$ cat config.mk
export PLATFORM = sky130hd
export DESIGN_NAME = escape_sequence_matcher
export DESIGN_NICKNAME = d
export VERILOG_FILES = /design/src/rtl/core/esm_pkg.sv /design/src/rtl/core/escape_sequence_matcher.sv /design/src/rtl/core/esm_table.sv /design/src/rtl/core/esm_match.sv
export SDC_FILE = /design/constraint.sdc
export NUM_CORES = 1
export LEC_CHECK = 0
export BUFFER_PORTS_ARGS = -buffer_cell sky130_fd_sc_hd__buf_2
export CAP_MARGIN = 40
export CORE_UTILIZATION = 40
export CTS_BUF_LIST = sky130_fd_sc_hd__clkbuf_8
export DETAILED_ROUTE_END_ITERATION = 8
export HOLD_SLACK_MARGIN = 0.02
export PLACE_DENSITY_LB_ADDON = 0.3
export SKIP_LAST_GASP = 1
export SYNTH_ARGS = -nofsm -noshare
export SYNTH_HDL_FRONTEND = slang
export SYNTH_SLANG_ARGS = --single-unit
$ cat constraint.sdc
create_clock -name clk -period 5.35 [get_ports clk]
set_clock_uncertainty 0.1 [all_clocks]
set_input_delay 0.535 -clock clk [delete_from_list [all_inputs] [get_ports clk]]
set_output_delay 0.535 -clock clk [all_outputs]
set_load 0.02 [all_outputs]
$ cat src/rtl/core/esm_pkg.sv
// Shared types, constants and helpers for the escape sequence matcher.
`default_nettype none

package esm_pkg;

  localparam int ESM_NUM_ENTRIES = 7;
  localparam int ESM_MAX_ENTRIES = 8;
  localparam int ESM_CFG_REGS    = 7;
  localparam int ESM_CFG_IDX_W   = 3;
  localparam int ESM_WORD_W      = 32;
  localparam int ESM_IDX_W       = 3;

  localparam logic OUTCOME_MATCH = 1'b0;
  localparam logic OUTCOME_BELL  = 1'b1;

  // Default table: ESC[A, ESC[B, ESC[C, ESC[D, ESC[H, ESC[F, ESC[3~, unused slot.
  localparam logic [ESM_WORD_W-1:0] ESM_TABLE_RESET [ESM_MAX_ENTRIES] = '{
    32'h1B5B_4100, 32'h1B5B_4200, 32'h1B5B_4300, 32'h1B5B_4400,
    32'h1B5B_4800, 32'h1B5B_4600, 32'h1B5B_337E, 32'h0000_0000
  };

  typedef logic [ESM_WORD_W-1:0] esm_word_t;

  // Outcome of comparing the collected prefix with the table.
  typedef struct packed {
    logic                 full;
    logic                 partial;
    logic [ESM_IDX_W-1:0] idx;
    esm_word_t            word;
  } esm_match_t;

  // Mask over the bytes present once the byte at position pos has landed.
  function automatic esm_word_t prefix_mask(input logic [1:0] pos);
    esm_word_t m;
    begin
      case (pos)
        2'd0:    m = 32'hFF00_0000;
        2'd1:    m = 32'hFFFF_0000;
        2'd2:    m = 32'hFFFF_FF00;
        default: m = 32'hFFFF_FFFF;
      endcase
      return m;
    end
  endfunction

  // Place a byte at its big-endian slot of the collector word.
  function automatic esm_word_t place_byte(input logic [1:0] pos, input logic [7:0] b);
    esm_word_t w;
    begin
      case (pos)
        2'd0:    w = {b, 24'h0};
        2'd1:    w = {8'h0, b, 16'h0};
        2'd2:    w = {16'h0, b, 8'h0};
        default: w = {24'h0, b};
      endcase
      return w;
    end
  endfunction

endpackage

`default_nettype wire

$ cat src/rtl/core/escape_sequence_matcher.sv
// Top level of the escape sequence matcher: input register, match logic, result register.
`default_nettype none

// Takes one received byte per request and collects up to four bytes of a
// terminal escape sequence, first byte in the top byte of a 32-bit word.
// Each byte is compared against all table words under a mask of the bytes
// seen so far: a full match returns outcome 0 with the lowest matching entry
// index, a prefix that no entry shares returns outcome 1 (bell) with index 0,
// and a partial match returns nothing. Both results clear the collector. A
// byte waits in the input register until the result register can take it;
// with out_ready high a new byte is taken every cycle. Table words are
// written through the cfg port (index 0..6) by the user only while no byte
// is in flight; the block does not enforce this. cfg_ready is always high.

module escape_sequence_matcher #(
  parameter int NUM_ENTRIES = esm_pkg::ESM_NUM_ENTRIES
) (
  input  wire logic                              clk,
  input  wire logic                              rst_n,
  input  wire logic                              in_valid,
  output logic                                   in_ready,
  input  wire logic [7:0]                        in_key_byte,
  output logic                                   out_valid,
  input  wire logic                              out_ready,
  output logic                                   out_outcome,
  output logic [esm_pkg::ESM_IDX_W-1:0]          out_entry_index,
  input  wire logic                              cfg_valid,
  output logic                                   cfg_ready,
  input  wire logic [esm_pkg::ESM_CFG_IDX_W-1:0] cfg_index,
  input  wire logic [esm_pkg::ESM_WORD_W-1:0]    cfg_data
);
  import esm_pkg::*;

  logic [NUM_ENTRIES-1:0][ESM_WORD_W-1:0] words;
  esm_match_t           match;

  logic                 in_vld_r;
  logic [7:0]           key_r;
  esm_word_t            coll_word_r;
  logic [1:0]           coll_pos_r;
  logic                 out_vld_r;
  logic                 outcome_r;
  logic [ESM_IDX_W-1:0] idx_r;
  logic                 advance;
  logic                 done;

  assign cfg_ready = 1'b1;

  esm_table #(.NUM_ENTRIES(NUM_ENTRIES)) u_table (
    .clk      (clk),
    .rst_n    (rst_n),
    .wr_en    (cfg_valid),
    .wr_index (cfg_index),
    .wr_data  (cfg_data),
    .words    (words)
  );

  esm_match #(.NUM_ENTRIES(NUM_ENTRIES)) u_match (
    .coll_word (coll_word_r),
    .coll_pos  (coll_pos_r),
    .key_byte  (key_r),
    .words     (words),
    .result    (match)
  );

  // advance the held byte only when the result register can take it
  assign advance  = in_vld_r && (!out_vld_r || out_ready);
  assign in_ready = !in_vld_r || advance;
  assign done     = match.full || !match.partial;

  always_ff @(posedge clk) begin
    if (!rst_n) begin
      in_vld_r <= 1'b0;
    end else if (in_ready) begin
      in_vld_r <= in_valid;
    end
  end

  always_ff @(posedge clk) begin
    if (in_valid && in_ready) begin
      key_r <= in_key_byte;
    end
  end

  always_ff @(posedge clk) begin
    if (!rst_n) begin
      coll_word_r <= '0;
      coll_pos_r  <= '0;
    end else if (advance) begin
      if (done) begin
        coll_word_r <= '0;
        coll_pos_r  <= '0;
      end else begin
        coll_word_r <= match.word;
        coll_pos_r  <= 2'(coll_pos_r + 2'd1);
      end
    end
  end

  always_ff @(posedge clk) begin
    if (!rst_n) begin
      out_vld_r <= 1'b0;
    end else if (advance) begin
      out_vld_r <= done;
    end else if (out_ready) begin
      out_vld_r <= 1'b0;
    end
  end

  always_ff @(posedge clk) begin
    if (advance && done) begin
      outcome_r <= match.full ? OUTCOME_MATCH : OUTCOME_BELL;
      idx_r     <= match.full ? match.idx : '0;
    end
  end

  assign out_valid       = out_vld_r;
  assign out_outcome     = outcome_r;
  assign out_entry_index = idx_r;

endmodule

`default_nettype wire

$ cat src/rtl/core/esm_table.sv
// Sequence table registers, written through the configuration port.
`default_nettype none

module esm_table #(
  parameter int NUM_ENTRIES = esm_pkg::ESM_NUM_ENTRIES
) (
  input  wire logic                             clk,
  input  wire logic                             rst_n,
  input  wire logic                             wr_en,
  input  wire logic [esm_pkg::ESM_CFG_IDX_W-1:0] wr_index,
  input  wire logic [esm_pkg::ESM_WORD_W-1:0]    wr_data,
  output logic [NUM_ENTRIES-1:0][esm_pkg::ESM_WORD_W-1:0] words
);
  import esm_pkg::*;

  for (genvar i = 0; i < NUM_ENTRIES; i++) begin : g_entry
    if (i < ESM_CFG_REGS) begin : g_reg
      esm_word_t word_r;
      always_ff @(posedge clk) begin
        if (!rst_n) begin
          word_r <= ESM_TABLE_RESET[i];
        end else if (wr_en && (wr_index == ESM_CFG_IDX_W'(i))) begin
          word_r <= wr_data;
        end
      end
      assign words[i] = word_r;
    end else begin : g_fixed
      // slot past the register list stays at zero
      assign words[i] = '0;
    end
  end

endmodule

`default_nettype wire

$ cat src/rtl/core/esm_match.sv
// Adds a byte to the collected prefix and compares it with every table word.
`default_nettype none

module esm_match #(
  parameter int NUM_ENTRIES = esm_pkg::ESM_NUM_ENTRIES
) (
  input  wire logic [esm_pkg::ESM_WORD_W-1:0] coll_word,
  input  wire logic [1:0]                     coll_pos,
  input  wire logic [7:0]                     key_byte,
  input  wire logic [NUM_ENTRIES-1:0][esm_pkg::ESM_WORD_W-1:0] words,
  output esm_pkg::esm_match_t                 result
);
  import esm_pkg::*;

  esm_word_t              word_nxt;
  esm_word_t              mask;
  logic [NUM_ENTRIES-1:0] full_vec;
  logic [NUM_ENTRIES-1:0] part_vec;
  logic [ESM_IDX_W-1:0]   idx;

  assign word_nxt = coll_word | place_byte(coll_pos, key_byte);
  assign mask     = prefix_mask(coll_pos);

  for (genvar i = 0; i < NUM_ENTRIES; i++) begin : g_cmp
    assign full_vec[i] = (words[i] == word_nxt);
    assign part_vec[i] = ((words[i] & mask) == word_nxt);
  end

  // lowest full match wins
  always_comb begin
    idx = '0;
    for (int i = NUM_ENTRIES - 1; i >= 0; i--) begin
      if (full_vec[i]) begin
        idx = ESM_IDX_W'(i);
      end
    end
  end

  assign result.full    = |full_vec;
  assign result.partial = |part_vec;
  assign result.idx     = idx;
  assign result.word    = word_nxt;

endmodule

`default_nettype wire
==> impl_metrics.toml, run 1 <==
[status]
outcome = "completed"

[layout]
regArea_sq_um = 5565
final_cell_area_sq_um = 18270
finalNetCount = 2176
area_growth_pct = 15.12
stdcell_count = 2683
multiInputGateArea_sq_um = 9594
final_util_pct = 46.94
fillers = 3962
layout-drive-gt1-share_pct = 13.96

[clock_network]
cts_inserted_buffers = 49
htreeDepth = 2
ctsHoldBuffers = 8
post_cts_buffers = 0
cts_root_buffer = "clkbuf_8"
cts_buffer_depth = 3
cts.sinks = 272
cts_resized = 0
cts_tree = "yes"
clock_latency_ns = 0.68
clk_pin_slew_ns = 0.06

[critical_path]
crit_family = "compound AO/OA/AOI/OAI gates"
crit_start = "coll_pos_r[0]"
cp_cell_sequence = "ha_2 > buf_12 > buf_4 > and3b_1 > nor2_1 > xnor2_1 > a2111oi_0 > buf_4 > nand4_1 > nor4_1 > buf_4 > or3b_1 > a211oi_2 > o21ai_4 > buf_12 > a211oi_2"
critical_path.max_stage_delay_ns = 0.84
r2r_start = "coll_pos_r[0]"
cp_max_fo = 44
crit_required_ns = 5.73
worst-path-buf-inv = 5
cp_common_cell = "buf_4"
cp.arrival_ns = 5.05
worstSetupPathType = "flip-flop to flip-flop"
startpoint_type = "flip-flop"
slowest_stage = "a2111oi_0"
crit_path_end_kind = "flip-flop"

[power_and_ir_drop]
power.total_uw = 5120
p_switching_uw = 1534
vdd_drop_max_v = 0.0003293
leakagePower_uw = 0.006861
clkPwrFrac_pct = 43.7
p_int_uw = 3586
seq_power_share_pct = 42.9
p_comb_share_pct = 13.4
sw_frac_of_total_pct = 29.96
power.density_nw_per_um2 = 280.2

[yosys]
syn-cell-area_sq_um = 15870
async_flop_share_pct = 0
avgSynthCellArea_sq_um = 7.711
ys_types = 78
netlist_top_cells_count = "nand2_1 (479), dfxtp_1 (260), a21boi_0 (141), clkbuf_1 (127), xnor2_1 (112)"
synth_largest_area_cell = "dfxtp_1"
yosysTopAreaCellShare_pct = 32.80
synthCells = 2058
synth.net_count = 2111
synth_seq_area_share_pct = 35.07
synthTopCellsByArea = "dfxtp_1 (33%), nand2_1 (11%), a21boi_0 (6.7%), xnor2_1 (6.2%), nand3_1 (3.5%)"
ys_ff_latch = 272
yosysMostFrequentCell = "nand2_1"
yosys_warnings = 0
synth-edff-count = 12
synthFlopType = "dfxtp_1"

[placed_design]
placed_cell_area_sq_um = 17070
dp_hpwl_um = 63340
io_buffers = 53
placed_cells = 2581
place_congestion = 1.046

[grt]
grt_pass1_wl_um = 118800
grt_overflow = 0
antenna_found_initial = 3
grt_max_degree = 123
grt_pass1_vias = 15780
track_usage_pct = 41.19

[timing]
fin_crit_ns = 4.666
finalHoldViolations = 0
fmax_ghz = 0.2143
slew_headroom_pct = 29.92
rsz0062_at_grt = "no"
finalCritPeriodShare_pct = 87.22
setup_viol_count_final = 0
final.setup.tns_ns = 0
tightest_slew_ns = 1.040
drv_slew = 0

[floorplan]
rows = 72
pin_count = 55
die_w_um = 201.2
dieArea_sq_um = 40470
die_y_um = 201.2
core-area_sq_um = 38920
start_util_pct = 40.78

[run]
drv_cap = 0

[hold_path]
hp-class = "primary input to flip-flop"
hp-start = "in_valid"

[routing]
route.vias.total = 16970
drtAntennaViolNets = 0
vias_per_cell = 6.326
drcViolationCount = 0
drtIter0Drc = 2048
wire_per_inst_um = 31.68
routed_wl_um = 84990
first_pass_iters = 7
==> state kept, by name, summed over array words and instances, names as in the netlist <==
name and flops:
u_table.g_entry.g_reg.word_r 224, coll_word_r 32, key_r 8, out_entry_index 3, coll_pos_r 2, in_vld_r 1
out_outcome 1, out_valid 1
==> power by group through the flow <==
stage          Clock [uW]  Sequential (uW)  Combinational (uW)
6_report             2240             2190                 686
3_5_place_dp            0             2230                 662
5_1_grt              2340             2190                 716
3_3_place_gp            0             2230                 657
4_1_cts              2250             2190                 669
2_1_floorplan           0             2180                 385
==> worst reg2reg max path, cell delays in order, from the launching register on <==
cell and delay, ns:
dfxtp_1 0.40, ha_2 0.35, buf_12 0.27, buf_4 0.27, and3b_1 0.21, nor2_1 0.18, xnor2_1 0.26, a2111oi_0 0.84
buf_4 0.24, nand4_1 0.12, nor4_1 0.32, buf_4 0.18, or3b_1 0.15, a211oi_2 0.09, o21ai_4 0.24, buf_12 0.22
a211oi_2 0.05
==> routing by layer <==
layer  vias to the layer above  GRT usage, %  part of all wire (%)
li1                       7417             -                     -
met1                      8427         54.45                    42
met2                       944         63.82                    44
met3                       182         9.346                   9.5
met4                         2         18.59                   4.6
met5                         -             0                 0.015
==> cells by family after synthesis <==
logic type,Yosys count,synth area share [%]
AND/OR/NAND/NOR,947,28.70
adder cells (fa/ha/maj),5,0.3942
XOR/XNOR,155,8.555
other,1,0.02363
AO/OA/AOI/OAI,486,22.17
flip-flops,272,35.07
buffers and inverters,187,4.754
multiplexers,5,0.3311
==> path summary, 6_finish.rpt <==
path	to	slack [ns]	depth (start not counted)
worst min-delay path	in_vld_r	0.07	3
worst max-delay path	coll_word_r[17]	0.68	16
worst max register to register	coll_word_r[17]	0.68	16
worst min register to register	u_table.g_entry[5].g_reg.word_r[31]	0.38	2
==> metrics by stage <==
stage | setup slack [ns] | hold WS, ns
finish | 0.6837 | 0.07177
global route | 0.5052 | 0.08499
CTS | 0.7736 | 0.05968
detailed placement | 0.8079 | 0.3715
global placement | 0.7646 | 0.3617
floorplan | 1.579 | 0.3465
==> final cells by class <==
| class | instances | area share [%] |
|---|---|---|
| Antenna cell | 2 | 0.02740 |
| Clock buffer | 59 | 4.445 |
| Clock inverter | 32 | 1.589 |
| Inverter | 38 | 0.7808 |
| Multi-Input combinational cell | 1599 | 52.52 |
| Sequential cell | 272 | 30.46 |
| Tap cell | 518 | 3.548 |
| Timing Repair Buffer | 163 | 6.630 |
==> layout by cell type (no fill, tap or decap), types with 14 or more instances in the layout <==
cell	n
clkbuf_8	59
a2111oi_0	14
xor2_1	43
nor2_2	18
nand2_1	478
nand4_1	31
a31oi_1	18
and3_1	15
nor2b_1	22
buf_4	90
nand3b_1	17
o22ai_1	37
nor2_1	76
a21oi_1	64
o211ai_1	17
o21ai_0	47
a22oi_1	23
dfxtp_1	260
nor4_1	44
a21boi_0	141
inv_1	48
or3_1	19
nand2b_1	24
buf_2	54
nand3_1	111
xnor2_1	112
a211oi_1	14
Power figures use the tool's default switching activity.
==> run 2, diff against run 1 <==
--- a/config.mk
+++ b/config.mk
@@ -5,6 +5,7 @@
 export SDC_FILE = /design/constraint.sdc
 export NUM_CORES = 1
 export LEC_CHECK = 0
+export ABC_CLOCK_PERIOD_IN_PS = 3800
 export BUFFER_PORTS_ARGS = -buffer_cell sky130_fd_sc_hd__buf_2
 export CAP_MARGIN = 40
 export CORE_UTILIZATION = 40
==> constraint.sdc (replaced) <==
create_clock -name clk -period 3.8 [get_ports clk]
set_clock_uncertainty 0.1 [all_clocks]
set_input_delay 0.38 -clock clk [delete_from_list [all_inputs] [get_ports clk]]
set_output_delay 0.38 -clock clk [all_outputs]
set_load 0.02 [all_outputs]
==> run 2 against run 1 <==
- the flow now finishes with violations (negative setup slack)
- largest cell class unchanged
- global-route usage rose by 0.85 points
- die area unchanged
- via count grew 6.9%
- total power rose by 40%
- combinational power increased by 87%
- first-iteration DRC count down 14%
- sequential power is 40% higher
- cell count increased by 11%
==> impl_metrics.toml, run 2 (synthesis results as in run 1) <==
[clock_network]
cts_buffer_depth = 3
cts.sinks = 272
cts_tree = "yes"
cts_inserted_buffers = 49
htreeDepth = 2
cts_root_buffer = "clkbuf_8"
clk_pin_slew_ns = 0.06
clock_latency_ns = 0.65

[timing]
finalCritPeriodShare_pct = 102.3
setup_viol_count_final = 38
drv_slew = 0
rsz0062_at_grt = "yes"
setup_ws_ns = -0.08685
tightest_slew_ns = 1.016
fmax_ghz = 0.2573
final.setup.tns_ns = -1.682
fin_crit_ns = 3.887
finalHoldViolations = 0
slew_headroom_pct = 32.09

[floorplan]
dieArea_sq_um = 40470
rows = 72
die_w_um = 201.2
core-area_sq_um = 38920
pin_count = 55
start_util_pct = 40.78
die_y_um = 201.2

[critical_path]
crit_start = "coll_pos_r[0]"
startpoint_type = "flip-flop"
r2r-end = "coll_word_r[10]"
slowest_stage = "or4_4"
critical_path.max_stage_delay_ns = 0.55
reg2reg_depth = 16
crit_cells = 16
worstSetupPathType = "flip-flop to flip-flop"
cp.arrival_ns = 4.28
crit_family = "simple AND/OR/NAND/NOR gates"
crit_end = "coll_word_r[10]"
cp_common_cell = "buf_4"
cp_max_fo = 6
r2r_slack_ns = -0.09
crit_path_end_kind = "flip-flop"
r2r_start = "coll_pos_r[0]"
cp_cell_sequence = "ha_4 > buf_6 > buf_4 > a21oi_4 > xnor2_2 > or4_4 > a2111oi_4 > buf_4 > nand4_1 > or3_4 > or3b_4 > a211oi_4 > o21ai_4 > buf_8 > buf_12 > a211oi_2"
worst-path-buf-inv = 5
crit_required_ns = 4.20

[placed_design]
placed_cells = 2829
placed_cell_area_sq_um = 19100
dp_hpwl_um = 66320
io_buffers = 53
place_congestion = 1.085

[layout]
layout-drive-gt1-share_pct = 26.03
final_util_pct = 55.08
largest-register = "u_table.g_entry.g_reg.word_r"
area_growth_pct = 35.09
final_common_cell = "nand2_1"
stdcell_count = 2982
final_cell_mix = "nand2_1 (478), buf_4 (333), dfxtp_1 (258)"
reg.largest.list = "u_table.g_entry.g_reg.word_r: 224 flops, coll_word_r: 32 flops, key_r: 8 flops"
largest_reg_flops = 224
finalNetCount = 2481
final_cell_area_sq_um = 21440

[status]
outcome = "finished with violations"
violations = "negative setup slack"

[grt]
grt_pass1_vias = 17080
grt_pass1_wl_um = 122300
track_usage_pct = 42.04
grt_max_degree = 129
grt_overflow = 0
antenna_found_initial = 2

[power_and_ir_drop]
power.density_nw_per_um2 = 335.4
vdd_drop_max_v = 0.0003229
leakagePower_uw = 0.008518

[routing]
vias_per_cell = 6.085
drcViolationCount = 0
drtAntennaViolNets = 0
drtIter0Drc = 1757
wire_per_inst_um = 29.13
routed_wl_um = 86880
route.vias.total = 18150
first_pass_iters = 5

[hold_path]
hp-class = "primary input to flip-flop"

[run]
drv_cap = 0
==> run 2: metrics by stage <==
| step | worst slack [ns] | hold WS [ns] | power, uW |
|---|---|---|---|
| 6_report | -0.08685 | 0.05812 | 7191 |
| 5_1_grt | -0.1665 | 0.05020 | 7390 |
| 4_1_cts | -0.06451 | 0.02220 | 7160 |
| 3_5_place_dp | -0.5235 | 0.3701 | 4213 |
| 3_3_place_gp | -0.4914 | 0.3635 | 4203 |
| 2_1_floorplan | 0.02927 | 0.3465 | 3609 |
==> run 2: area by class of cell <==
type                    count  area, sq um
flip-flops and latches    272         5573
clock inverters            27        183.9
multi-input cells        1599        10160
clock buffers              59        812.0
well taps                 518        648.1
inverters                  38        147.6
diodes                      1        2.502
repair buffers            468         3905
fillers                  3717        17480
==> run 2: per-layer routing <==
metal	vias up	wire length [um]	global-route usage (%)
met3	239	8842	10.14
met5	-	8	0
met1	8890	34590	53.61
li1	8014	-	-
met4	2	5306	22.13
met2	1001	38130	65.63
==> run 2: worst min path at each step <==
stage,depth (start not counted),slack [ns],from,endpoint
2_1_floorplan,2,0.35,u_table.g_entry[3].g_reg.word_r[18],u_table.g_entry[3].g_reg.word_r[18]
3_3_place_gp,2,0.36,u_table.g_entry[2].g_reg.word_r[30],u_table.g_entry[2].g_reg.word_r[30]
3_5_place_dp,2,0.37,u_table.g_entry[6].g_reg.word_r[31],u_table.g_entry[6].g_reg.word_r[31]
4_1_cts,3,0.02,cfg_data[8],u_table.g_entry[1].g_reg.word_r[8]
5_1_grt,3,0.05,cfg_data[8],u_table.g_entry[5].g_reg.word_r[8]
6_report,3,0.06,out_ready,out_valid
==> run 2: worst reg2reg max path: stages, from the launching register on <==
cell and delay [ns]:
dfxtp_4 0.36, ha_4 0.22, buf_6 0.16, buf_4 0.14, a21oi_4 0.22, xnor2_2 0.11
or4_4 0.56, a2111oi_4 0.28, buf_4 0.17, nand4_1 0.09, or3_4 0.41, or3b_4 0.27
a211oi_4 0.05, o21ai_4 0.20, buf_8 0.18, buf_12 0.16, a211oi_2 0.05
==> run 2: repair_timing <==
action / CTS / global route
gates cloned: 3 / 0
endpoints found under the hold margin: 203 / 0
buffers inserted: 22 / 4
pin swaps: 44 / 16
resized for setup: 101 / 41
endpoints found under the setup margin: 43 / 39
hold buffers: 39 / 0
==> run 2: power by group <==
group | internal, uW | leakage, uW | switching [uW]
sequential | 2950 | 0.00223 | 106
clock | 1550 | 0.000565 | 1310
combinational | 531 | 0.00573 | 745
total | 5030 | 0.00852 | 2160
==> run 3, diff against run 2 <==
--- a/config.mk
+++ b/config.mk
@@ -8,7 +8,9 @@
 export ABC_CLOCK_PERIOD_IN_PS = 3800
 export BUFFER_PORTS_ARGS = -buffer_cell sky130_fd_sc_hd__buf_2
 export CAP_MARGIN = 40
-export CORE_UTILIZATION = 40
+export CELL_PAD_IN_SITES_DETAIL_PLACEMENT = 1
+export CELL_PAD_IN_SITES_GLOBAL_PLACEMENT = 2
+export CORE_UTILIZATION = 35
 export CTS_BUF_LIST = sky130_fd_sc_hd__clkbuf_8
 export DETAILED_ROUTE_END_ITERATION = 8
 export HOLD_SLACK_MARGIN = 0.02
==> run 3 against run 2 <==
- the run still ends with negative setup slack left
- register-to-register slack worse by 0.097 ns
- combinational power about the same
- wire length up 11%
- cell area up 2.2%
- critical path depth down 1
- fmax down 2.4%
- clock power about the same
- total power up 0.31%
- global-route usage down 0.93 points
- critical endpoint is now coll_word_r[15]
- highest routed layer is now met4
==> impl_metrics.toml, run 3 (synthesis results as in run 1) <==
[status]
outcome = "finished with violations"
violations = "negative setup slack"

[clock_network]
cts_inserted_buffers = 51
clk_pin_slew_ns = 0.07
cts_root_buffer = "clkbuf_8"
cts.sinks = 272
clock_latency_ns = 0.68
cts_buffer_depth = 3
htreeDepth = 2
cts_tree = "yes"

[placed_design]
io_buffers = 53
place_congestion = 1.069
dp_hpwl_um = 72300
place_ws_ns = -0.4421
placed_cells = 2872

[power_and_ir_drop]
leakagePower_uw = 0.008539
p_comb_share_pct = 18.1
vdd_drop_max_v = 0.0002814
seq_power_share_pct = 42.5
power.density_nw_per_um2 = 329.3
clkPwrFrac_pct = 39.4
p_int_uw = 4914
p_switching_uw = 2300
sw_frac_of_total_pct = 31.88

[routing]
drcViolationCount = 0
routed_wl_um = 96620
first_pass_iters = 6
drtAntennaViolNets = 0
wire_per_inst_um = 31.76
route.vias.total = 18410
drtIter0Drc = 1931
vias_per_cell = 6.052

[layout]
largest-register = "u_table.g_entry.g_reg.word_r"
finalNetCount = 2471
regArea_sq_um = 5573
multiInputGateArea_sq_um = 10530
final_cell_mix = "nand2_1 (477), buf_4 (297), dfxtp_1 (258)"
final_common_cell = "nand2_1"
reg.largest.list = "u_table.g_entry.g_reg.word_r: 224 flops, coll_word_r: 32 flops, key_r: 8 flops"
largest_reg_flops = 224
stdcell_count = 3042
area_growth_pct = 38.04
layout-drive-gt1-share_pct = 27.82
fillers = 5332

[timing]
drv_slew = 0
tightest_slew_ns = 0.7879
slew_headroom_pct = 47.48
finalHoldViolations = 0
finalCritPeriodShare_pct = 104.8
setup_viol_count_final = 34
setup_ws_ns = -0.1840
rsz0062_at_grt = "yes"
fmax_ghz = 0.2510
fin_crit_ns = 3.984
hold_ws_ns = 0.07101

[floorplan]
core-area_sq_um = 44510
pin_count = 55
die_y_um = 214.9
start_util_pct = 35.65
die_w_um = 214.9
dieArea_sq_um = 46190
rows = 77

[critical_path]
worstSetupPathType = "flip-flop to flip-flop"
crit_required_ns = 4.29
cp_max_fo = 8
startpoint_type = "flip-flop"
cp.arrival_ns = 4.47
crit_start = "coll_pos_r[0]"
cp_common_cell = "buf_12"
cp_cell_sequence = "ha_4 > buf_12 > buf_12 > or3b_2 > o221ai_1 > a211oi_1 > nand4_1 > or4_4 > nor4_4 > nor4_4 > a211oi_4 > o21ai_4 > buf_6 > buf_12 > a211oi_2"
r2r_start = "coll_pos_r[0]"
critical_path.max_stage_delay_ns = 0.59
slowest_stage = "or4_4"
crit_path_end_kind = "flip-flop"

[grt]
antenna_found_initial = 2
grt_overflow = 0
grt_pass1_wl_um = 136400
grt_pass1_vias = 18670
grt_max_degree = 96
track_usage_pct = 41.10

[run]
drv_cap = 0

[hold_path]
hp-start = "cfg_data[9]"
hp-class = "primary input to flip-flop"
[run 3: cell count changes in the layout (fill, tap and decap cells not counted), moves of 6 or more]
cell       change
buf_6         +14
buf_4         -36
buf_12         +9
nor4_1         -6
a2111oi_0      -6
[run 3: routing by layer]
layer / global-route usage [%] / up-vias / wire length, um
met5: 0 / - / 0
met4: 20.62 / 0 / 5548
met3: 7.672 / 242 / 8334
met2: 64.34 / 946 / 42620
met1: 53.96 / 9233 / 40120
li1: - / 7988 / -
[run 3: power groups by stage]
stage	registers [uW]	clock network, uW	logic [uW]
floorplan	3070	0	541
global placement	3120	0	1100
detailed placement	3120	0	1120
CTS	3060	2890	1230
global route	3070	3000	1350
finish	3070	2840	1300
[run 3: cell type report]
type,count,area share [%]
multi-input combinational,1599,48.08
sequential,272,25.44
timing repair buffer,456,18.04
clock buffer,57,3.581
tap,592,3.381
clock inverter,26,0.7711
inverter,38,0.6854
antenna,2,0.02285
[run 3: what timing repair did]
| action | 4_1_cts | 5_1_grt |
|---|---|---|
| hold endpoints to repair | 205 | 0 |
| cloned | 3 | 0 |
| resized for setup | 143 | 100 |
| pin swaps | 53 | 43 |
| hold buffers | 39 | 0 |
| endpoints found under the setup margin | 40 | 40 |
| buffers inserted | 32 | 19 |
[run 3: critical path: cells and delay by family, from the launching register on]
family | cells | cell delay [ns]
DFF | 1 | 0.37
buffers and inverters | 4 | 0.65
adders and majority gates | 1 | 0.17
AOI/OAI and AO/OA | 5 | 1.23
and+or+nand+nor | 5 | 1.35
[run 3: path summary, 6_finish.rpt]
path,slack (ns),end,depth (start not counted)
max,-0.18,coll_word_r[15],15
min,0.07,u_table.g_entry[3].g_reg.word_r[9],3
max reg2reg,-0.18,coll_word_r[15],15
min reg2reg,0.38,u_table.g_entry[2].g_reg.word_r[31],2
[run 3: through the flow]
stage	power [uW]	util, %	TNS [ns]	instance area, sq um
after global placement	4221	42.56	-21.28	18940
after floorplan	3609	-	0	15870
after detailed placement	4240	42.72	-12.92	19020
final	7213	49.22	-3.149	21910
after CTS	7176	47.73	-0.6034	21250
after global routing	7419	49.20	-5.089	21900
